**config.mk**
```make
export PLATFORM = sky130hd
export DESIGN_NAME = bli_seq
export DESIGN_NICKNAME = d
export VERILOG_FILES = /design/src/rtl/bli_pkg.sv /design/src/rtl/bli_seq.sv
export SDC_FILE = /design/constraint.sdc
export NUM_CORES = 1
export LEC_CHECK = 0
export BUFFER_PORTS_ARGS = -buffer_cell sky130_fd_sc_hd__buf_4
export CAP_MARGIN = 20
export CORE_AREA = 2 2 61 63
export CTS_CLUSTER_SIZE = 25
export DETAILED_ROUTE_END_ITERATION = 16
export DIE_AREA = 0 0 63 65
export PLACE_DENSITY_LB_ADDON = 0.2
export SYNTH_ARGS = -nofsm -noshare
export SYNTH_HDL_FRONTEND = slang
export SYNTH_SLANG_ARGS = --single-unit
```
**constraint.sdc**
```tcl
create_clock -name clk -period 2.7 [get_ports clk]
set_input_delay 0.405 -clock clk [delete_from_list [all_inputs] [get_ports clk]]
set_output_delay 0.405 -clock clk [all_outputs]
set_load 0.01 [all_outputs]
```
**src/rtl/bli_pkg.sv**
```systemverilog
// Shared types, codes and the microprogram of the breakpoint interpolator.
// Used by the sequencer and the top level; depends on nothing.
package bli_pkg;

    typedef logic [4:0] step_t;

    // Datapath operation carried by each control word
    typedef enum logic [4:0] {
        OP_ACCEPT,
        OP_RD_PREV,
        OP_LOAD_FIN,
        OP_RD_FIRST,
        OP_CHK_LO,
        OP_CHK_HI,
        OP_SRCH_ADDR,
        OP_SRCH_STEP,
        OP_PICK_B,
        OP_LATCH_A,
        OP_LATCH_B,
        OP_DIFF,
        OP_MUL,
        OP_DIV_START,
        OP_DIV_WAIT,
        OP_SUM,
        OP_EMIT
    } op_t;

    // Jump condition; a true condition loads the target, else the step advances
    typedef enum logic [3:0] {
        C_NEVER,
        C_ALWAYS,
        C_NO_REQ,
        C_EVAL,
        C_LE_RD,
        C_GE_RD,
        C_SRCH_END,
        C_DEN_BAD,
        C_DIV_BUSY,
        C_OUT_BUSY
    } cond_t;

    typedef enum logic [1:0] {
        ST_OK    = 2'd0,
        ST_ORDER = 2'd1,
        ST_RANGE = 2'd2
    } status_t;

    typedef struct packed {
        op_t   op;
        cond_t cond;
        step_t target;
    } ctrl_t;

    // Condition inputs from the datapath to the sequencer
    typedef struct packed {
        logic no_req;
        logic eval;
        logic le_rd;
        logic ge_rd;
        logic srch_end;
        logic den_bad;
        logic div_busy;
        logic out_busy;
    } cond_flags_t;

    localparam step_t STEP_DECODE    = 5'd0;
    localparam step_t STEP_LOAD_FIN  = 5'd1;
    localparam step_t STEP_RD_FIRST  = 5'd2;
    localparam step_t STEP_CHK_LO    = 5'd3;
    localparam step_t STEP_CHK_HI    = 5'd4;
    localparam step_t STEP_SRCH_ADDR = 5'd5;
    localparam step_t STEP_SRCH_STEP = 5'd6;
    localparam step_t STEP_PICK_B    = 5'd7;
    localparam step_t STEP_LATCH_A   = 5'd8;
    localparam step_t STEP_LATCH_B   = 5'd9;
    localparam step_t STEP_DIFF      = 5'd10;
    localparam step_t STEP_MUL       = 5'd11;
    localparam step_t STEP_DIV_START = 5'd12;
    localparam step_t STEP_DIV_WAIT  = 5'd13;
    localparam step_t STEP_SUM       = 5'd14;
    localparam step_t STEP_EMIT      = 5'd15;
    localparam step_t STEP_IDLE      = 5'd16;
    localparam step_t STEP_LAST      = STEP_IDLE;

    function automatic ctrl_t ucode_rom(step_t pc);
        ctrl_t w;
        unique case (pc)
            STEP_DECODE:    w = '{op: OP_RD_PREV,   cond: C_EVAL,     target: STEP_RD_FIRST};
            STEP_LOAD_FIN:  w = '{op: OP_LOAD_FIN,  cond: C_ALWAYS,   target: STEP_EMIT};
            STEP_RD_FIRST:  w = '{op: OP_RD_FIRST,  cond: C_NEVER,    target: STEP_DECODE};
            STEP_CHK_LO:    w = '{op: OP_CHK_LO,    cond: C_LE_RD,    target: STEP_EMIT};
            STEP_CHK_HI:    w = '{op: OP_CHK_HI,    cond: C_GE_RD,    target: STEP_EMIT};
            STEP_SRCH_ADDR: w = '{op: OP_SRCH_ADDR, cond: C_SRCH_END, target: STEP_PICK_B};
            STEP_SRCH_STEP: w = '{op: OP_SRCH_STEP, cond: C_ALWAYS,   target: STEP_SRCH_ADDR};
            STEP_PICK_B:    w = '{op: OP_PICK_B,    cond: C_NEVER,    target: STEP_DECODE};
            STEP_LATCH_A:   w = '{op: OP_LATCH_A,   cond: C_NEVER,    target: STEP_DECODE};
            STEP_LATCH_B:   w = '{op: OP_LATCH_B,   cond: C_NEVER,    target: STEP_DECODE};
            STEP_DIFF:      w = '{op: OP_DIFF,      cond: C_DEN_BAD,  target: STEP_EMIT};
            STEP_MUL:       w = '{op: OP_MUL,       cond: C_NEVER,    target: STEP_DECODE};
            STEP_DIV_START: w = '{op: OP_DIV_START, cond: C_NEVER,    target: STEP_DECODE};
            STEP_DIV_WAIT:  w = '{op: OP_DIV_WAIT,  cond: C_DIV_BUSY, target: STEP_DIV_WAIT};
            STEP_SUM:       w = '{op: OP_SUM,       cond: C_NEVER,    target: STEP_DECODE};
            STEP_EMIT:      w = '{op: OP_EMIT,      cond: C_OUT_BUSY, target: STEP_EMIT};
            STEP_IDLE:      w = '{op: OP_ACCEPT,    cond: C_NO_REQ,   target: STEP_IDLE};
            default:        w = '{op: OP_DIV_WAIT,  cond: C_ALWAYS,   target: STEP_IDLE};
        endcase
        return w;
    endfunction

endpackage

```
**src/rtl/bli_seq.sv**
```systemverilog
// Microcode sequencer: step counter, control ROM and conditional jumps.
// Uses bli_pkg for the control word, condition codes and the program.
module bli_seq (
    input  logic                 clk,
    input  logic                 rst_n,
    input  bli_pkg::cond_flags_t flags,
    output bli_pkg::op_t         op
);
    import bli_pkg::*;

    step_t pc_reg, pc_next;
    ctrl_t word;
    logic  taken;

    assign word = ucode_rom(pc_reg);
    assign op   = word.op;

    always_comb
    begin
        unique case (word.cond)
            C_NEVER:    taken = 1'b0;
            C_ALWAYS:   taken = 1'b1;
            C_NO_REQ:   taken = flags.no_req;
            C_EVAL:     taken = flags.eval;
            C_LE_RD:    taken = flags.le_rd;
            C_GE_RD:    taken = flags.ge_rd;
            C_SRCH_END: taken = flags.srch_end;
            C_DEN_BAD:  taken = flags.den_bad;
            C_DIV_BUSY: taken = flags.div_busy;
            C_OUT_BUSY: taken = flags.out_busy;
            default:    taken = 1'b0;
        endcase
    end

    // the last step wraps to the first
    always_comb
    begin
        if (taken)
            pc_next = word.target;
        else if (pc_reg == STEP_LAST)
            pc_next = STEP_DECODE;
        else
            pc_next = pc_reg + step_t'(1);
    end

    always_ff @(posedge clk or negedge rst_n)
    begin
        if (!rst_n)
            pc_reg <= STEP_IDLE;
        else
            pc_reg <= pc_next;
    end

    a_pc_in_program: assert property (@(posedge clk) disable iff (!rst_n)
        pc_reg <= STEP_LAST)
        else $error("step counter left the program");

    a_accept_decodes: assert property (@(posedge clk) disable iff (!rst_n)
        (word.op == OP_ACCEPT && !flags.no_req) |=> pc_reg == STEP_DECODE)
        else $error("accepted request not decoded next");

endmodule

```
==> impl_results.md, run 1 <==
* Classification of the worst-slack hold path: primary input to async pin
* Net switching fraction of the power at 51.1%
* Post-placement worst setup slack at ~200 ps
* Count of yosys warnings during synthesis at 0
* Average wire length per cell after detail routing at 13.8 um
* Area after DPL at between 900 and 1000 um^2
* Effective utilization at floorplan at 23.8%
* Largest net degree at the start of global routing at 22
* Overall die height at 65 um
* Reg-to-Reg Start: pc_reg[1]
* Min setup slack post-route at 161 ps
* Post-route fraction of the period consumed by the critical path at 94.0%
* Via density per instance at 5.08
* Synth area leader: ha_1
* Classification of the worst setup path: flip-flop to flip-flop
* GRT overflow at 0
* Count of input and output buffers at 14
* Sequential share of power at roughly 17%
* Tightest Pin Transition at 390 ps
* Pleak at 0.487 nW
* Total of flip-flops plus latches after synthesis at 5
* Maximum clock frequency at 0.394 GHz
* Ant. Diodes at 0
* Maximum net fanout on the critical path at 9
* Number of setup violations in the final report at 0
* Synth Flop Type: dfrtp_1
* Post-detailed-placement half-perimeter wirelength at roughly 1.8 mm
* Antenna violation net count after detailed routing at 0
* Number of buffers on the longest clock path at 2
* Count of flip-flops with a built-in enable after synthesis at 0
* Sequential area share after synthesis at between 15 and 20%
* First-pass GRT wire length at about 3.8 mm
* Worst-Skew Late Latency at 250 ps
* Post-route DRC violation count at 0
* Core footprint at roughly 3500 um^2
* Clock power share at 7.1%
* CTS tree: built
* H-tree levels at 1
* Relative contribution of combinational cells to total power at approximately three quarters
* Cell count after placement at 162
* Global Route Usage Sum at 11.3%
* Clock buffers created by TritonCTS at 3
* Portion of synthesized cell area occupied by the leading cell type at between 10 and 15%
* Fraction of layout instances using a drive strength above 1 at roughly 25%
* Net count of the finished layout at 139
* Max IR drop VDD at 0.000561 V
* Post-Synthesis Cell Area at 833 um^2
* Max-slew headroom at the worst pin at 73.3%
* Initial DRC Count at 23
* Distinct cell type count after synthesis at 42
* Max-slew violation count at 0
* Die Outline Area at 4100 um^2
* Number of flip-flops in the largest register at 5
* Async set-reset flop share out of synthesis at 100%
* Vias in the first global route at about 780
* TNS Setup at 0 ps
* Sinks on Clock Net at 5
* Placer congestion estimate at roughly 0.9
* Layout Cell Area excl Fill at 1040 um^2
* P_int at 0.612 mW
* Critical path data arrival time at 2700 ps
* Final hold vios at 0
* DR pass1 iterations at 4
* Max-capacitance violation count at 0
* Clk slew on worst S/H paths at 50 ps
* Mean post-synth cell area at 8.17 um^2
* Number of non-filler instances in the completed layout at between 150 and 200
* Cell Pwr Density at 1200 nW/um^2
* Post-CTS setup buffer count at 0
* Number of standard-cell rows in the floorplan at 22
* Startpoint of the most critical setup path: pc_reg[1]
* Synthesized netlist net count at 121
* Cell types occupying the most area after synthesis: ha_1, dfrtp_1, mux2i_1
* Run status: finished clean
* Critical path endpoint category: flip-flop
* Layout Skew at 5.91 ps
* Area added between synthesis and finish at 24.8%
* Number of antenna violations at the first check in global routing at 0
* Net switching power of the design at 0.639 mW
* Horizontal extent of the die at 63 um
* Buffer type at the clock tree root: clkbuf_4
* Required arrival time at the worst endpoint at about 2900 ps
* Total via count in the routed design at 849
* Sort of element at the start of the critical path: flip-flop
* Gate count after technology mapping at 102
* Post-Route WL at 2.31 mm
* Final Critical Period at between 2000 and 3000 ps
* IO Count at 15
-- critical path, cell delays in order, from the launching register on --
cell and delay [ps]:
dfrtp_1 470, inv_1 200, ha_1 240, nor2b_1 300, a21oi_1 120, a22oi_1 270
mux2i_2 390, o21ai_2 150, a211o_1 310
-- path summary, 6_finish.rpt --
check                      cells after the start  slack, ps         to
min reg2reg                                    2        670  pc_reg[0]
max in group asynchronous                      2       2000  pc_reg[4]
min                                            2        500  pc_reg[2]
max                                            8        160  pc_reg[4]
max reg2reg                                    8        160  pc_reg[4]
min in group clk                               2        670  pc_reg[0]
-- what timing repair did --
action	4_1_cts	5_1_grt
endpoints found under the hold margin	4	0
gates resized for setup	0	1
setup endpoints to repair	0	2
hold buffers	1	0
-- logic make-up (layout without fill, tap and decap cells) --
| family | Yosys count | count (layout) | synth area share, % |
|---|---|---|---|
| compound gates | 39 | 39 | 35.6 |
| simple gates | 26 | 26 | 17.4 |
| buf+inv | 16 | 33 | 8.41 |
| fa+ha+maj | 9 | 9 | 13.5 |
| mux | 6 | 6 | 8.86 |
| flops | 5 | 5 | 15.2 |
| xor+xnor | 1 | 1 | 1.05 |
-- layout make-up --
class	count	area (um^2)
sequential	5	126
clock buffer	4	26.3
fill	392	2460
timing repair buffer	20	153
inverter	9	33.8
tap	48	60.1
multi-input combinational	81	641
-- stage by stage --
stage                     hold WS, ps  power [mW]  utilization [%]
final                             496        1.25             29.7
after global routing              495        1.37             29.7
after CTS                         493        1.23             29.6
after detailed placement          210        1.14             28.6
after global placement            209        1.15             28.6
after floorplan                   109       0.875                -
-- power by group through the flow --
stage	Clock, mW	Combinational [mW]	Sequential, mW
final	0.0883	0.953	0.210
after global routing	0.0942	1.06	0.217
after CTS	0.0897	0.937	0.206
after detailed placement	0	0.930	0.208
after global placement	0	0.941	0.212
after floorplan	0	0.728	0.147
-- cells in the mapped netlist, types with 2 or more instances --
cell,instances
a211o_1,4
a211oi_1,4
a21oi_1,5
and3_1,3
clkbuf_1,3
dfrtp_1,4
ha_1,9
inv_1,9
mux2i_1,4
nand2_1,2
nand3_1,2
nor2_1,8
nor2b_1,5
o2111a_1,2
o211a_1,2
o21ai_0,8
o2bb2ai_1,3
-- layer usage --
metal / vias up / wire length (um) / GRT usage [%]
met5: - / 0 / 0
met4: 0 / 0 / 0.833
met3: 0 / 94 / 2.95
met2: 16 / 1010 / 18.6
met1: 414 / 1210 / 15.5
li1: 419 / - / -
-- cell usage in the layout (no fill, tap or decap), types with 2 or more instances in the layout --
| cell | instances |
|---|---|
| buf_4 | 19 |
| o211a_1 | 2 |
| ha_1 | 9 |
| mux2i_1 | 3 |
| a211oi_1 | 4 |
| and3_1 | 3 |
| inv_1 | 9 |
| nand2_1 | 2 |
| nor2b_1 | 5 |
| o2bb2ai_1 | 3 |
| nor2_1 | 8 |
| nand3_1 | 2 |
| a211o_1 | 4 |
| o2111a_1 | 2 |
| o21ai_0 | 8 |
| dfrtp_1 | 4 |
| clkbuf_4 | 3 |
| a21oi_1 | 5 |
No activity file was read; power rests on OpenSTA's default activity.
==> run 2, diff against run 1 <==
--- a/config.mk
+++ b/config.mk
@@ -7,10 +7,10 @@
 export LEC_CHECK = 0
 export BUFFER_PORTS_ARGS = -buffer_cell sky130_fd_sc_hd__buf_4
 export CAP_MARGIN = 20
-export CORE_AREA = 2 2 61 63
+export CORE_AREA = 2 2 49 51
 export CTS_CLUSTER_SIZE = 25
 export DETAILED_ROUTE_END_ITERATION = 16
-export DIE_AREA = 0 0 63 65
+export DIE_AREA = 0 0 51 53
 export PLACE_DENSITY_LB_ADDON = 0.2
 export SYNTH_ARGS = -nofsm -noshare
 export SYNTH_HDL_FRONTEND = slang
==> run 2 against run 1 <==
  * Final cell count down 11%
  * Largest cell class unchanged
  * Critical path type unchanged
  * Clock skew is 0.65 ps lower
  * Setup slack better by 24 ps
  * Fmax up 0.96%
  * Wire length is 5.1% lower
  * Combinational power is 3.5% higher
  * Critical path depth unchanged
  * First-iteration DRC count decreased by 43%
  * Total power is 3.5% higher
  * Critical endpoint is now pc_reg[1]
  * Core utilization is 18 points higher
==> impl_results.md, run 2 (synthesis results as in run 1) <==
* Placer congestion estimate at 0.808 (-8.1%)
* Initial DRC Count at 13 (-43%)
* Critical path endpoint category: flip-flop
* Ant. Diodes at 0 (unchanged)
* Final hold vios at 0 (unchanged)
* Number of buffers on the longest clock path at 2 (unchanged)
* Maximum clock frequency at 0.398 GHz (+0.96%)
* Layout Cell Area excl Fill at 1020 um^2 (-1.7%)
* Post-detailed-placement half-perimeter wirelength at 1.67 mm (-5.1%)
* Maximum net fanout on the critical path at 7 (-2)
* Net count of the finished layout at 140 (+0.72%)
* Post-route DRC violation count at 0 (unchanged)
* Number of flip-flops in the largest register at 5 (unchanged)
* Fin util at 47.6% (+18 points)
* Max IR drop VDD at 0.000653 V (+16%)
* Classification of the worst setup path: flip-flop to flip-flop
* Terminus of the critical flop-to-flop path: pc_reg[1]
* Total via count in the routed design at 832 (-2.0%)
* Filler cells at 208 (-47%)
* Sinks on Clock Net at 5 (unchanged)
* Average wire length per cell after detail routing at 14.8 um (+7.1%)
* Max-capacitance violation count at 0 (unchanged)
* CTS tree: built
* Count of input and output buffers at 14 (unchanged)
* Max-slew headroom at the worst pin at 74.3% (+0.94 points)
* Via density per instance at 5.62 (+11%)
* Global Route Usage Sum at 18.1% (+6.7 points)
* Vias in the first global route at 825 (+5.4%)
* Reg-to-Reg Start: pc_reg[0]
* Overall die height at 53 um (-18%)
* Post-CTS setup buffer count at 0 (unchanged)
* Tightest Pin Transition at 375 ps (-14.7 ps)
* Most frequent cells in the layout: buf_4, inv_1, nor2_1, o21ai_0, ha_1
* Area added between synthesis and finish at 22.7%
* Classification of the worst-slack hold path: primary input to async pin
* IO Count at 15 (unchanged)
* Startpoint of the most critical setup path: pc_reg[0]
* Pleak at 0.489 nW (+0.28%)
* Final Critical Period at 2520 ps (-24.2 ps)
* Critical path data arrival time at 2640 ps (-60 ps)
* Most common cell after layout, fill and taps aside: buf_4
* Clk slew on worst S/H paths at 50 ps (about the same)
* Die Outline Area at 2700 um^2 (-34%)
* H-tree levels at 1 (unchanged)
* GRT overflow at 0 (unchanged)
* Register-to-register setup slack at 180 ps (+20 ps)
* TNS Setup at 0 ps (unchanged)
* Number of antenna violations at the first check in global routing at 0 (unchanged)
* Max-slew violation count at 0 (unchanged)
* R2R depth at 8 (unchanged)
* Number of standard-cell rows in the floorplan at 17 (-23%)
* Horizontal extent of the die at 51 um (-19%)
* Post-route fraction of the period consumed by the critical path at 93.2% (-0.90 points)
* Number of setup violations in the final report at 0 (unchanged)
* Buffer type at the clock tree root: clkbuf_4
* First-pass GRT wire length at 3.69 mm (-2.6%)
* Area after DPL at 982 um^2 (-1.8%)
* Unrepaired setup endpoints after global routing: no
* Largest net degree at the start of global routing at 22 (unchanged)
* Fraction of layout instances using a drive strength above 1 at 25.8% (+0.62 points)
* Core footprint at 2150 um^2 (-39%)
* Effective utilization at floorplan at 38.8% (+15 points)
* Antenna violation net count after detailed routing at 0 (unchanged)
* Cell Pwr Density at 1270 nW/um^2 (+5.3%)
* Required arrival time at the worst endpoint at 2820 ps (-50 ps)
* Layout Skew at 5.26 ps (-0.651 ps)
* Sort of element at the start of the critical path: flip-flop
* Post-Route WL at 2.19 mm (-5.1%)
* DR pass1 iterations at 4 (unchanged)
* Worst-Skew Late Latency at 240 ps (about the same)
* Run status: finished clean
* Clock buffers created by TritonCTS at 3 (unchanged)
[run 2: cell count changes in the layout (fill, tap and decap cells not counted), sizes merged]
cell	previous run	this run
buf	19	20
[run 2: where the power goes]
group	internal (mW)	switching, mW
clock	0.0558	0.0298
combinational	0.477	0.510
sequential	0.119	0.105
total	0.651	0.644
[run 2: timing repair]
action	4_1_cts	5_1_grt
hold buffers	1	0
setup endpoints to repair	0	2
hold endpoints to repair	4	0
gates resized for setup	0	2
[run 2: worst max path at each step]
stage,end,slack (ps),cells past startpoint
finish,pc_reg[1],180,8
global route,pc_reg[3],40,9
CTS,pc_reg[1],140,8
floorplan,pc_reg[1],320,9
detailed placement,pc_reg[1],140,8
global placement,pc_reg[1],210,8
[run 2: layer usage]
| metal | global-route usage (%) | routed length, um |
|---|---|---|
| met5 | 0 | 0 |
| met4 | 7.21 | 12 |
| met3 | 5.93 | 138 |
| met2 | 29.9 | 1040 |
| met1 | 21.5 | 993 |
[run 2: stage by stage]
| stage | total power, mW | hold WS [ps] | setup slack [ps] | cells |
|---|---|---|---|---|
| detailed placement | 1.19 | 207 | 138 | 143 |
| CTS | 1.28 | 497 | 138 | 148 |
| finish | 1.30 | 502 | 185 | 148 |
| floorplan | 0.875 | 109 | 319 | 102 |
| global placement | 1.18 | 207 | 213 | 143 |
| global route | 1.42 | 505 | 42.0 | 148 |
[run 2: cell type report]
cell class | count | area, um^2 | share of cell area, %
well taps | 28 | 35.0 | 3.43
clock buffers | 4 | 26.3 | 2.57
multi-input cells | 81 | 641 | 62.7
inverters | 9 | 33.8 | 3.30
repair buffers | 21 | 160 | 15.7
flip-flops and latches | 5 | 126 | 12.4
[run 2: critical path, stage by stage (launching register included)]
cell       delay [ps]
dfrtp_1           460
inv_1             190
ha_2              240
mux2i_1           150
a2111oi_1         420
a211oi_1           90
a311o_1           420
o2111a_1          160
a211o_1           270
