[src/rtl/bli_div.sv]
// Restoring divider, one quotient bit per cycle, 40 quotient bits.
// Quotients of 2^40 and above report as 2^40. Standalone, no package.
module bli_div (
    input  logic        clk,
    input  logic        rst_n,
    input  logic        start,
    input  logic [63:0] num,
    input  logic [31:0] den,
    output logic        busy,
    output logic [40:0] quot
);

    localparam int QBITS = 40;
    localparam logic [5:0] STEPS = 6'(QBITS);

    logic        busy_reg, busy_next;
    logic [5:0]  cnt_reg, cnt_next;
    logic [31:0] rem_reg, rem_next;
    logic [QBITS-1:0] quo_reg, quo_next;
    logic        ovf_reg, ovf_next;

    logic [32:0] trial;
    logic [32:0] diff;
    logic        fits;

    assign trial = {rem_reg, quo_reg[QBITS-1]};
    assign diff  = trial - {1'b0, den};
    assign fits  = trial >= {1'b0, den};

    always_comb
    begin
        busy_next = busy_reg;
        cnt_next  = cnt_reg;
        rem_next  = rem_reg;
        quo_next  = quo_reg;
        ovf_next  = ovf_reg;
        if (start)
        begin
            // top bits alone already reach den: quotient is at least 2^40
            ovf_next  = {8'b0, num[63:QBITS]} >= den;
            rem_next  = {8'b0, num[63:QBITS]};
            quo_next  = num[QBITS-1:0];
            cnt_next  = STEPS;
            busy_next = 1'b1;
        end
        else if (busy_reg)
        begin
            rem_next  = fits ? diff[31:0] : trial[31:0];
            quo_next  = {quo_reg[QBITS-2:0], fits};
            cnt_next  = cnt_reg - 6'd1;
            busy_next = cnt_reg != 6'd1;
        end
    end

    always_ff @(posedge clk or negedge rst_n)
    begin
        if (!rst_n)
        begin
            busy_reg <= 1'b0;
            cnt_reg  <= '0;
        end
        else
        begin
            busy_reg <= busy_next;
            cnt_reg  <= cnt_next;
        end
    end

    always_ff @(posedge clk)
    begin
        rem_reg <= rem_next;
        quo_reg <= quo_next;
        ovf_reg <= ovf_next;
    end

    assign busy = busy_reg;
    assign quot = ovf_reg ? {1'b1, {QBITS{1'b0}}} : {1'b0, quo_reg};

    a_no_restart: assert property (@(posedge clk) disable iff (!rst_n)
        start |-> !busy_reg)
        else $error("divider started while busy");

    a_full_count: assert property (@(posedge clk) disable iff (!rst_n)
        $fell(busy_reg) |-> $past(cnt_reg) == 6'd1)
        else $error("divider finished before all quotient bits");

endmodule

[config.mk]
export PLATFORM = sky130hd
export DESIGN_NAME = bli_div
export DESIGN_NICKNAME = d
export VERILOG_FILES = /design/src/rtl/bli_div.sv
export SDC_FILE = /design/constraint.sdc
export NUM_CORES = 1
export LEC_CHECK = 0
export BUFFER_PORTS_ARGS = -buffer_cell sky130_fd_sc_hd__buf_2
export CAP_MARGIN = 25
export CORE_MARGIN = 1
export CORE_UTILIZATION = 55
export CTS_CLUSTER_SIZE = 14
export DETAILED_ROUTE_END_ITERATION = 10
export GPL_TIMING_DRIVEN = 0
export HOLD_SLACK_MARGIN = 0.08
export PLACE_DENSITY = 0.81
export SYNTH_ARGS = -nofsm -noshare
export SYNTH_HDL_FRONTEND = slang
export SYNTH_SLANG_ARGS = --single-unit
export TNS_END_PERCENT = 50
[constraint.sdc]
create_clock -name clk -period 3.46 [get_ports clk]
set_input_delay 0.692 -clock clk [delete_from_list [all_inputs] [get_ports clk]]
set_output_delay 0.692 -clock clk [all_outputs]
set_load 0.01 [all_outputs]
==> results by group, run 1 <==
Timing
  • Worst Max-Slew Pin Slew: 0.933 ns
  • Worst slew margin: about 38%
  • Max Slew Vio Count: 0
  • Final Hold Viols: 0
  • Min Hold Slack: approximately 0.16 ns
  • Setup-failing EPs final: 0
  • Worst clock skew: approximately 0.0057 ns
  • Final period util: between 90% and 100%
  • Final min period: 3.37 ns
  • Max Clk Rate: slightly below 300 MHz
  • Setup ws final: about 0.094 ns

GRT
  • GRT overflow: 0
  • Vias in the first global route: between 5000 and 6000
  • Largest net degree at the start of global routing: 65
  • First-pass GRT wire length: approximately 26000 um
  • Initial antenna violation count: 0
  • GRT Overall Usage: roughly 28%

Routing
  • Via-per-instance ratio: roughly 6
  • DRC: 0
  • DR vias: 5621
  • WL final: 16800 um
  • DRT iter0 DRCs: ~390
  • Post-route ant nets: 0
  • Detailed Routing Iterations Pass 1: 5
  • WL/cell: between 15 and 20 um

Worst setup path
  • FF-to-FF path depth: 12
  • CP max-delay cell: nor4_2
  • R2R Path Start: rem_reg[18]$_DFFE_PP_
  • Buf+Inv Stages, Crit Path: 5
  • R2r setup slk: ~0.17 ns
  • Crit-path cells: buf_2 -> inv_1 -> ha_1 -> clkbuf_1 -> and4_1 -> and3_1 -> nand2_2 -> nor4_2 -> a2111oi_4 -> o31ai_4 -> buf_6 -> buf_2 -> mux2i_1 -> mux2i_1
  • CP Class: input port to flip-flop
  • Arr. time, crit path: around 3.5 ns
  • Crit start category: input port
  • Critical path's top delay family: simple AND/OR/NAND/NOR gates
  • Worst Path Max Fanout: 10
  • CP Capture Type: flip-flop
  • Critical path's largest stage delay: approximately 0.30 ns
  • Critical Path RT: ~3.6 ns
  • R2r endpoint: rem_reg[3]$_DFFE_PP_

Placement
  • Dpl cell area: just over 7000 um^2
  • Buffers on Ports: 140
  • DP HPWL: ~13000 um
  • Pre-CTS WS: -0.265 ns
  • GP Congestion: about 0.9

Synth
  • Largest cells by area after synthesis: edfxtp_1 31%, ha_1 11%, mux2_2 11%, a21oi_1 4.9%, nor2b_1 4.1%
  • Syn avg cell area: slightly below 10 um^2
  • Asr flop ratio synth: just under 9%
  • Post-synth top cells: 65 x edfxtp_1, 62 x a21oi_1, 61 x mux2_2
  • Synth Register Bits: 80
  • Net Count, Synth: 809
  • Post-synth top area cell: edfxtp_1
  • Top FF cell, synth: edfxtp_1
  • Number of flops mapped to enable cells by yosys: 65
  • Post-Synthesis Cells: between 600 and 700
  • Synth warn: 0
  • Synth top area share: around 31%
  • Mapped Area: between 6000 and 7000 um^2
  • Most frequent cell after synthesis: edfxtp_1
  • Post-synthesis sequential area ratio: between 30% and 40%
  • Unique masters post-synth: 69

Clock network
  • Cts hold-fix bufs: 0
  • Setup Buffers After CTS: 0
  • CTS buffer count: 9
  • Clock latency on the worst-skew pair: roughly 0.35 ns
  • H-tree Lvls: 3
  • Clk sinks: 80
  • CTS clk-pin slew, worst paths: 0.06 ns
  • CTS Root Cell: clkbuf_16
  • CTS tree: yes
  • Deepest clock path buffer count: 2

Outcome
  • Status: complete, no violations

Power
  • Internal power: around 3.2 mW
  • Sw power: 2.42 mW
  • Clock power frac: between 10% and 20%
  • Power, Total: between 5 and 6 mW
  • PD cells: 737 nW/um^2
  • Sequential power share: a little over a quarter
  • Switch share: between 40% and 50%
  • Leakage: between 3 and 4 nW
  • Peak VDD IR: between 300 and 400 uV
  • Combinational fraction of design power: between 50% and 60%

Die
  • Core Box Area: roughly 11000 um^2
  • Die Height: around 110 um
  • Die Area: ~12000 um^2
  • Ports: between 100 and 150
  • DIE WIDTH: ~110 um
  • # rows: 38
  • Initial core utilization: between 50 and 60%

Finish
  • Utilization after layout: 68.4%
  • Antenna cells: 0
  • Layout cells sized above 1: roughly a third
  • Fin nets: 960
  • Area grow syn2layout: 18.7%
  • Cell area after layout: approximately 7600 um^2
  • Max FFs per register: 40

Run
  • MaxCap Viol Count: 0

Hold path
  • Worst hold path class: input port to async pin
==> cell type report <==
type                            count  area (um^2)
Inverter                           48          180
Buffer                             29          145
Multi-Input combinational cell    494         3800
Fill cell                         862         3500
Tap cell                          140          175
Clock buffer                        9          225
Timing Repair Buffer              140          701
Clock inverter                      7         61.3
Sequential cell                    80         2290
==> worst max-delay path by stage <==
stage             from                    end  depth (start not counted)
6_report       den[22]   rem_reg[3]$_DFFE_PP_                         14
3_3_place_gp    den[3]   rem_reg[3]$_DFFE_PP_                         13
2_1_floorplan  den[21]  rem_reg[12]$_DFFE_PP_                         13
5_1_grt        den[22]   rem_reg[3]$_DFFE_PP_                         14
3_5_place_dp   den[22]  rem_reg[19]$_DFFE_PP_                         14
4_1_cts        den[22]  rem_reg[19]$_DFFE_PP_                         14
==> layer usage <==
metal	track usage [%]	wire length, um	vias up
met5	0	0	-
met4	12.9	445	0
met3	3.26	1030	41
met2	48.6	8400	242
met1	35.7	6930	2654
li1	-	-	2684
==> power by group through the flow <==
stage	sequential, mW	combinational, mW	clock (mW)
floorplan	1.48	2.33	0
global placement	1.51	2.87	0
detailed placement	1.53	2.98	0
CTS	1.51	3.02	0.961
global route	1.54	3.40	0.987
finish	1.52	3.12	0.951
==> metrics by stage <==
stage	TNS [ns]	instances
finish	0	947
global route	-0.0339	947
CTS	0	947
detailed placement	-3.99	931
global placement	-2.51	931
floorplan	0	651
==> cell families (layout without fill, tap and decap cells) <==
family                     after synthesis  in the layout  share of synthesized area, %
AOI/OAI and AO/OA                      162            162                          16.8
xor gates and xnor gates                30             30                          4.11
adders and majority gates               59             59                          11.7
buffers and inverters                   77            233                          5.09
DFF                                     80             80                          35.8
muxes                                   68             68                          12.0
and+or+nand+nor                        175            175                          14.6
==> repair_timing <==
action	4_1_cts	5_1_grt
gates resized for setup	0	3
setup endpoints to repair	0	12
hold endpoints to repair	0	0
==> worst reg2reg max path, stage by stage, from the launching register on <==
cell and delay (ns):
edfxtp_1 0.41, ha_1 0.29, buf_2 0.19, nand2_1 0.19, nor2_1 0.18, nand3_1 0.11, nor3_1 0.46, a2111oi_4 0.18
o31ai_4 0.15, buf_6 0.21, buf_2 0.29, mux2i_1 0.26, mux2i_1 0.10
==> cell usage in the layout, fill, tap and decap left out, drive strengths merged, types with 4 or more instances in the layout <==
cell type    n
dfrtp        7
clkbuf      18
nor4         5
o211ai       4
o21a         6
o31ai        4
nand2b       5
ha          58
xor2        18
buf        160
mux2i        5
mux2        63
a21o        15
nand3        6
a21oi       62
nor3         6
o21ai       35
nor2        49
o21bai       5
nand4       12
xnor2       12
dfxtp        8
nand2       33
nor2b       42
edfxtp      65
a31oi        5
a211oi      10
inv         53
Note: power is estimated with default switching activity, not from simulation.
==> run 2, diff against run 1 <==
Settings changed: CORE_MARGIN 1 to 5, CTS_BUF_LIST from default to sky130_fd_sc_hd__clkbuf_8.
==> run 2 against run 1 <==
Global-route usage fell by 4.4 points. First-iteration DRC count fell by 4.3%. Register-to-register slack barely moved. Core utilization fell by 3.2 points. Routed wire length rose by 0.96%. Critical endpoint unchanged.
==> results by group, run 2 (synthesis gave the netlist of run 1 again) <==
Worst setup path
  • Critical Path RT: between 3 and 4 ns
  • Critical path's top delay family: compound AO/OA/AOI/OAI gates
  • Arr. time, crit path: ~3.5 ns
  • Worst Path Max Fanout: 10
  • CP Class: input port to flip-flop
  • Buf+Inv Stages, Crit Path: 4
  • Crit start category: input port
  • CP Capture Type: flip-flop
  • Crit-path cells: buf_2 -> inv_1 -> ha_1 -> o21a_1 -> o31a_1 -> o21ai_2 -> o311ai_4 -> o21ai_2 -> o31ai_4 -> buf_6 -> buf_2 -> mux2i_1 -> mux2i_1
  • Critical path's largest stage delay: 0.37 ns
  • CP max-delay cell: ha_1

Power
  • Internal power: between 2 and 3 mW
  • Peak VDD IR: 395 uV
  • PD cells: around 700 nW/um^2
  • Leakage: about 3.4 nW
  • Switch share: 44.2%
  • Clock power frac: between 10% and 20%
  • Sequential power share: around 29%
  • Sw power: ~2.3 mW
  • Combinational fraction of design power: between 50% and 60%

Die
  • Die Area: 13900 um^2
  • Ports: ~140
  • Core Box Area: ~11000 um^2
  • Initial core utilization: a little under three fifths
  • Die Height: about 120 um
  • # rows: 39
  • DIE WIDTH: ~120 um

GRT
  • Largest net degree at the start of global routing: between 60 and 70
  • First-pass GRT wire length: roughly 27000 um
  • GRT overflow: 0
  • GRT Overall Usage: roughly a quarter
  • Initial antenna violation count: 0
  • Vias in the first global route: about 5600

Timing
  • Worst slew margin: between 30% and 40%
  • Min Hold Slack: approximately 0.14 ns
  • Worst clock skew: ~0.017 ns
  • Max Clk Rate: around 300 MHz
  • Final Hold Viols: 0
  • Final period util: 96.4%
  • Worst Max-Slew Pin Slew: just over 0.9 ns
  • Final min period: 3.34 ns
  • Setup-failing EPs final: 0
  • Max Slew Vio Count: 0

Finish
  • Fin nets: between 900 and 1000
  • Area grow syn2layout: 16.6%
  • Most frequent cells in the layout: 151 x buf_2, 65 x edfxtp_1, 62 x a21oi_1
  • Max FFs per register: 40
  • Area of the multi-input gates: roughly 3800 um^2
  • Antenna cells: 0
  • Most common cell after layout, fill and taps aside: buf_2
  • Register area: 2290 um^2
  • Cell area after layout: between 7000 and 8000 um^2
  • Fillers: 950
  • Layout cells sized above 1: about a third

Routing
  • WL/cell: approximately 18 um
  • DRC: 0
  • WL met2: 8410 um
  • Detailed Routing Iterations Pass 1: 5
  • DR vias: about 5500
  • Top Metal Used: met4
  • DRT iter0 DRCs: approximately 380
  • Routed met3 length: 980 um
  • WL final: ~17000 um
  • M1 WL: 7150 um
  • Via-per-instance ratio: a little under 6
  • Post-route ant nets: 0

Clock network
  • CTS buffer count: 9
  • Deepest clock path buffer count: 2
  • CTS clk-pin slew, worst paths: 0.09 ns
  • Clock latency on the worst-skew pair: about 0.38 ns
  • H-tree Lvls: 3
  • CTS tree: yes
  • Cts hold-fix bufs: 0
  • Clk sinks: 80
  • CTS Root Cell: clkbuf_8
  • Setup Buffers After CTS: 0
  • Post-cts sizing count: 0

Placement
  • Dpl cell area: between 7000 and 8000 um^2
  • Buffers on Ports: 140
  • GP Congestion: ~0.93
  • DP HPWL: 13300 um

Hold path
  • Worst hold path class: input port to async pin

Run
  • MaxCap Viol Count: 0

Outcome
  • Status: complete, no violations
## run 2: changes by cell type in the layout (fill, tap and decap cells not counted), sizes merged
| cell | previous run | this run |
|---|---|---|
| clkinv | 1 | 3 |
| inv | 53 | 50 |
| clkinvlp | 1 | 2 |
## run 2: stage by stage
stage                     setup slack, ns  cells  power, mW  TNS (ns)  utilization [%]
after floorplan                     0.316    651       3.80         0                -
after global placement             -0.193    934       4.42     -3.00             63.6
after detailed placement           -0.244    934       4.51     -3.53             63.7
after CTS                           0.130    950       5.18         0             65.2
after global routing              -0.0900    950       5.60    -0.620             65.2
final                               0.125    950       5.22         0             65.2
## run 2: path summary, 6_finish.rpt
kind,from,to,depth (start not counted),slack (ns)
max,den[3],rem_reg[3]$_DFFE_PP_,13,0.12
min,rst_n,busy$_DFF_PN0_,1,0.14
max reg2reg,rem_reg[2]$_DFFE_PP_,rem_reg[3]$_DFFE_PP_,11,0.17
min reg2reg,rem_reg[28]$_SDFFE_PP0P_,rem_reg[28]$_SDFFE_PP0P_,2,0.52
max in group asynchronous,rst_n,cnt_reg[3]$_DFFE_PN0P_,1,3.16
min in group clk,rem_reg[28]$_SDFFE_PP0P_,rem_reg[28]$_SDFFE_PP0P_,2,0.52
## run 2: worst register-to-register path, stage by stage (launching register included)
cell	delay, ns
edfxtp_1	0.40
ha_1	0.39
o21a_1	0.15
o31a_1	0.20
o21ai_2	0.15
o311ai_4	0.33
o21ai_2	0.17
o31ai_4	0.37
buf_6	0.21
buf_2	0.31
mux2i_1	0.27
mux2i_1	0.09
## run 2: cell type report
type	count	share of cell area [%]
buffer	29	1.95
clock buffer	9	1.66
clock inverter	7	0.672
inverter	48	2.42
multi-input combinational	494	50.8
sequential	80	30.7
tap	143	2.40
timing repair buffer	140	9.41
## run 2: layer usage
metal / up-vias / GRT usage, %
li1: 2674 / -
met1: 2621 / 30.2
met2: 178 / 40.5
met3: 28 / 5.19
met4: 0 / 8.03
met5: - / 0
## run 2: power groups by stage
stage,registers (mW),clock network (mW),logic (mW)
floorplan,1.48,0,2.33
global placement,1.52,0,2.91
detailed placement,1.53,0,2.98
CTS,1.51,0.658,3.00
global route,1.54,0.703,3.36
finish,1.52,0.652,3.05
==> run 3, diff against run 2 <==
Settings changed: ABC_AREA from default to 1, PLACE_DENSITY 0.81 to 0.8.
==> run 3 against run 2 <==
Setup slack improved by 0.66 ns. Critical path depth rose by 2. Combinational power fell by 4%. Clock power rose by 23%. Final cell count rose by 34%. Clock skew rose by 0.0049 ns. Critical path type unchanged. Routed wire length rose by 19%.
==> results by group, run 3 <==
Synth
  • Post-synth top area cell: edfxtp_1
  • Post-Synthesis Cells: between 900 and 1000
  • Synth warn: 0
  • Post-synthesis sequential area ratio: 33.5%
  • Synth top area share: between 20 and 30%
  • Most frequent cell after synthesis: nand2_1
  • Syn avg cell area: just over 7 um^2
  • Mux cell area share after synthesis: 0%
  • Largest family of logic cells by synthesized area: simple AND/OR/NAND/NOR gates
  • Net Count, Synth: roughly 1100
  • Synth Area in Simple Gates: 31.1%
  • Post-synth top cells: 257 x nand2_1, 135 x inv_1, 91 x nor2_1
  • Synth Area in Adders: 10.9%
  • Mapped Area: ~7000 um^2
  • Synth Register Bits: 80
  • Post-synthesis xor/xnor area fraction: between 2 and 2.5%
  • Largest cells by area after synthesis: edfxtp_1 29%, nand2_1 14%, ha_1 11%, inv_1 7.4%, nor2_1 5.0%
  • Unique masters post-synth: 41
  • Number of flops mapped to enable cells by yosys: 65
  • Asr flop ratio synth: 8.75%
  • Top FF cell, synth: edfxtp_1
  • Synth Area in Compound Gates: about 12%

Finish
  • Most frequent cells in the layout: 257 x nand2_1, 144 x buf_2, 135 x inv_1
  • Most common cell after layout, fill and taps aside: nand2_1
  • Fin nets: around 1300
  • Cell area after layout: 7990 um^2
  • Antenna cells: 0
  • Area grow syn2layout: 16.8%
  • Layout cells sized above 1: a little under a fifth
  • Max FFs per register: 40

GRT
  • First-pass GRT wire length: 31700 um
  • Initial antenna violation count: 0
  • GRT overflow: 0
  • Largest net degree at the start of global routing: 46
  • GRT Overall Usage: approximately 27%
  • Vias in the first global route: approximately 6400

Timing
  • Setup TNS: 0 ns
  • Worst clock skew: about 0.022 ns
  • Max Clk Rate: 374 MHz
  • Setup-failing EPs final: 0
  • Final min period: between 2 and 3 ns
  • Worst slew margin: a little over half
  • Max Slew Vio Count: 0
  • Final Hold Viols: 0
  • Final period util: about 77%
  • Worst Max-Slew Pin Slew: 0.700 ns
  • RSZ-0062 raised after global routing: false

Clock network
  • CTS tree: yes
  • Clk sinks: 80
  • CTS buffer count: 9
  • Deepest clock path buffer count: 2
  • H-tree Lvls: 3
  • CTS clk-pin slew, worst paths: 0.09 ns
  • CTS Root Cell: clkbuf_8
  • Setup Buffers After CTS: 0
  • Post-cts sizing count: 0
  • Cts hold-fix bufs: 0
  • Clock latency on the worst-skew pair: just under 0.4 ns

Routing
  • DRC: 0
  • WL/cell: approximately 16 um
  • Via-per-instance ratio: about 5.3
  • WL final: a little over 20000 um
  • DR vias: between 6000 and 7000
  • Post-route ant nets: 0
  • DRT iter0 DRCs: between 500 and 600
  • Detailed Routing Iterations Pass 1: 5

Hold path
  • Worst hold path class: input port to async pin

Die
  • Initial core utilization: 56.4%
  • Core Box Area: about 12000 um^2
  • Die Area: about 15000 um^2
  • DIE WIDTH: approximately 120 um
  • Ports: approximately 140
  • # rows: 40
  • Die Height: 121 um

Power
  • Sw power: approximately 2.4 mW
  • Sequential power share: approximately 28%
  • Internal power: roughly 2.8 mW
  • PD cells: about 650 nW/um^2
  • Clock power frac: 15.5%
  • Combinational fraction of design power: 56.6%
  • Leakage: between 4 and 5 nW
  • Power, Total: slightly above 5 mW
  • Peak VDD IR: roughly 490 uV
  • Switch share: a little under half

Worst setup path
  • Crit start category: input port
  • CP Class: input port to flip-flop
  • R2r endpoint: rem_reg[8]$_DFFE_PP_
  • Critical Path RT: 3.60 ns
  • CP Capture Type: flip-flop
  • Critical Path Source: den[31]
  • R2r setup slk: 0.85 ns
  • FF-to-FF path depth: 10
  • R2R Path Start: rem_reg[17]$_DFFE_PP_
  • Worst Path Max Fanout: 10
  • Arr. time, crit path: between 2 and 3 ns

Run
  • MaxCap Viol Count: 0

Outcome
  • Status: complete, no violations

Placement
  • Dpl cell area: a little under 8000 um^2
  • DP HPWL: 16300 um
  • Buffers on Ports: 140
  • GP Congestion: 0.983
run 3: changes by cell type after synthesis, moves of 13 or more:
cell and change:
nor2b_1 -42, xor2_1 -15, nor2_1 +42, nand2_1 +226
nand3b_1 +16, o21ai_0 +45, nand3_1 +41, mux2_2 -61
nand3_2 +15, a21o_1 -13, inv_1 +87
run 3: area by class of cell:
type / count / area, um^2
fill: 1127 / 4130
multi-input combinational: 699 / 3850
sequential: 80 / 2290
timing repair buffer: 141 / 721
inverter: 138 / 518
tap: 168 / 210
buffer: 28 / 176
clock buffer: 9 / 124
clock inverter: 7 / 95.1
run 3: metrics by stage:
step | hold slack, ns | cells | utilization, % | worst slack, ns
global placement | 0.463 | 1253 | 64.0 | -0.316
CTS | 0.129 | 1270 | 65.9 | 0.845
global route | 0.143 | 1270 | 65.9 | 0.689
finish | 0.133 | 1270 | 65.9 | 0.784
detailed placement | 0.468 | 1254 | 64.1 | 0.448
floorplan | 0.396 | 945 | - | 0.681
run 3: worst max-delay path, cell delays in order:
cell     delay [ns]
buf_2          0.10
inv_1          0.04
ha_1           0.29
inv_1          0.08
nor2_1         0.34
nand3_1        0.22
nor2_1         0.13
nand4_1        0.16
nand2_2        0.16
nor2_8         0.07
nand2_8        0.11
buf_12         0.15
nand3_2        0.11
nand3_1        0.10
nand2_1        0.05
run 3: logic make-up after synthesis:
kind of cell,Yosys count
buffers and inverters,166
flip-flops,80
adder cells (fa/ha/maj),59
AND/OR/NAND/NOR,466
XOR/XNOR,17
AO/OA/AOI/OAI,157
run 3: power by group through the flow:
stage	combinational [mW]	sequential (mW)	clock, mW
2_1_floorplan	2.17	1.40	0
3_3_place_gp	2.82	1.45	0
3_5_place_dp	2.86	1.45	0
4_1_cts	2.87	1.43	0.808
5_1_grt	3.26	1.46	0.842
6_report	2.92	1.44	0.799
run 3: metal layers:
layer | global-route usage [%] | routed length, um
met5 | 0 | 0
met3 | 4.94 | 1600
met1 | 36.8 | 8920
met2 | 44.7 | 9160
met4 | 9.38 | 483
run 3: worst max-delay path by stage:
stage,to,slack [ns],cells past startpoint
6_report,rem_reg[21]$_DFFE_PP_,0.78,15
5_1_grt,rem_reg[8]$_DFFE_PP_,0.69,12
3_3_place_gp,rem_reg[12]$_DFFE_PP_,-0.32,4
2_1_floorplan,quo_reg[0]$_DFFE_PP_,0.68,3
4_1_cts,rem_reg[8]$_DFFE_PP_,0.84,12
3_5_place_dp,rem_reg[8]$_DFFE_PP_,0.45,12
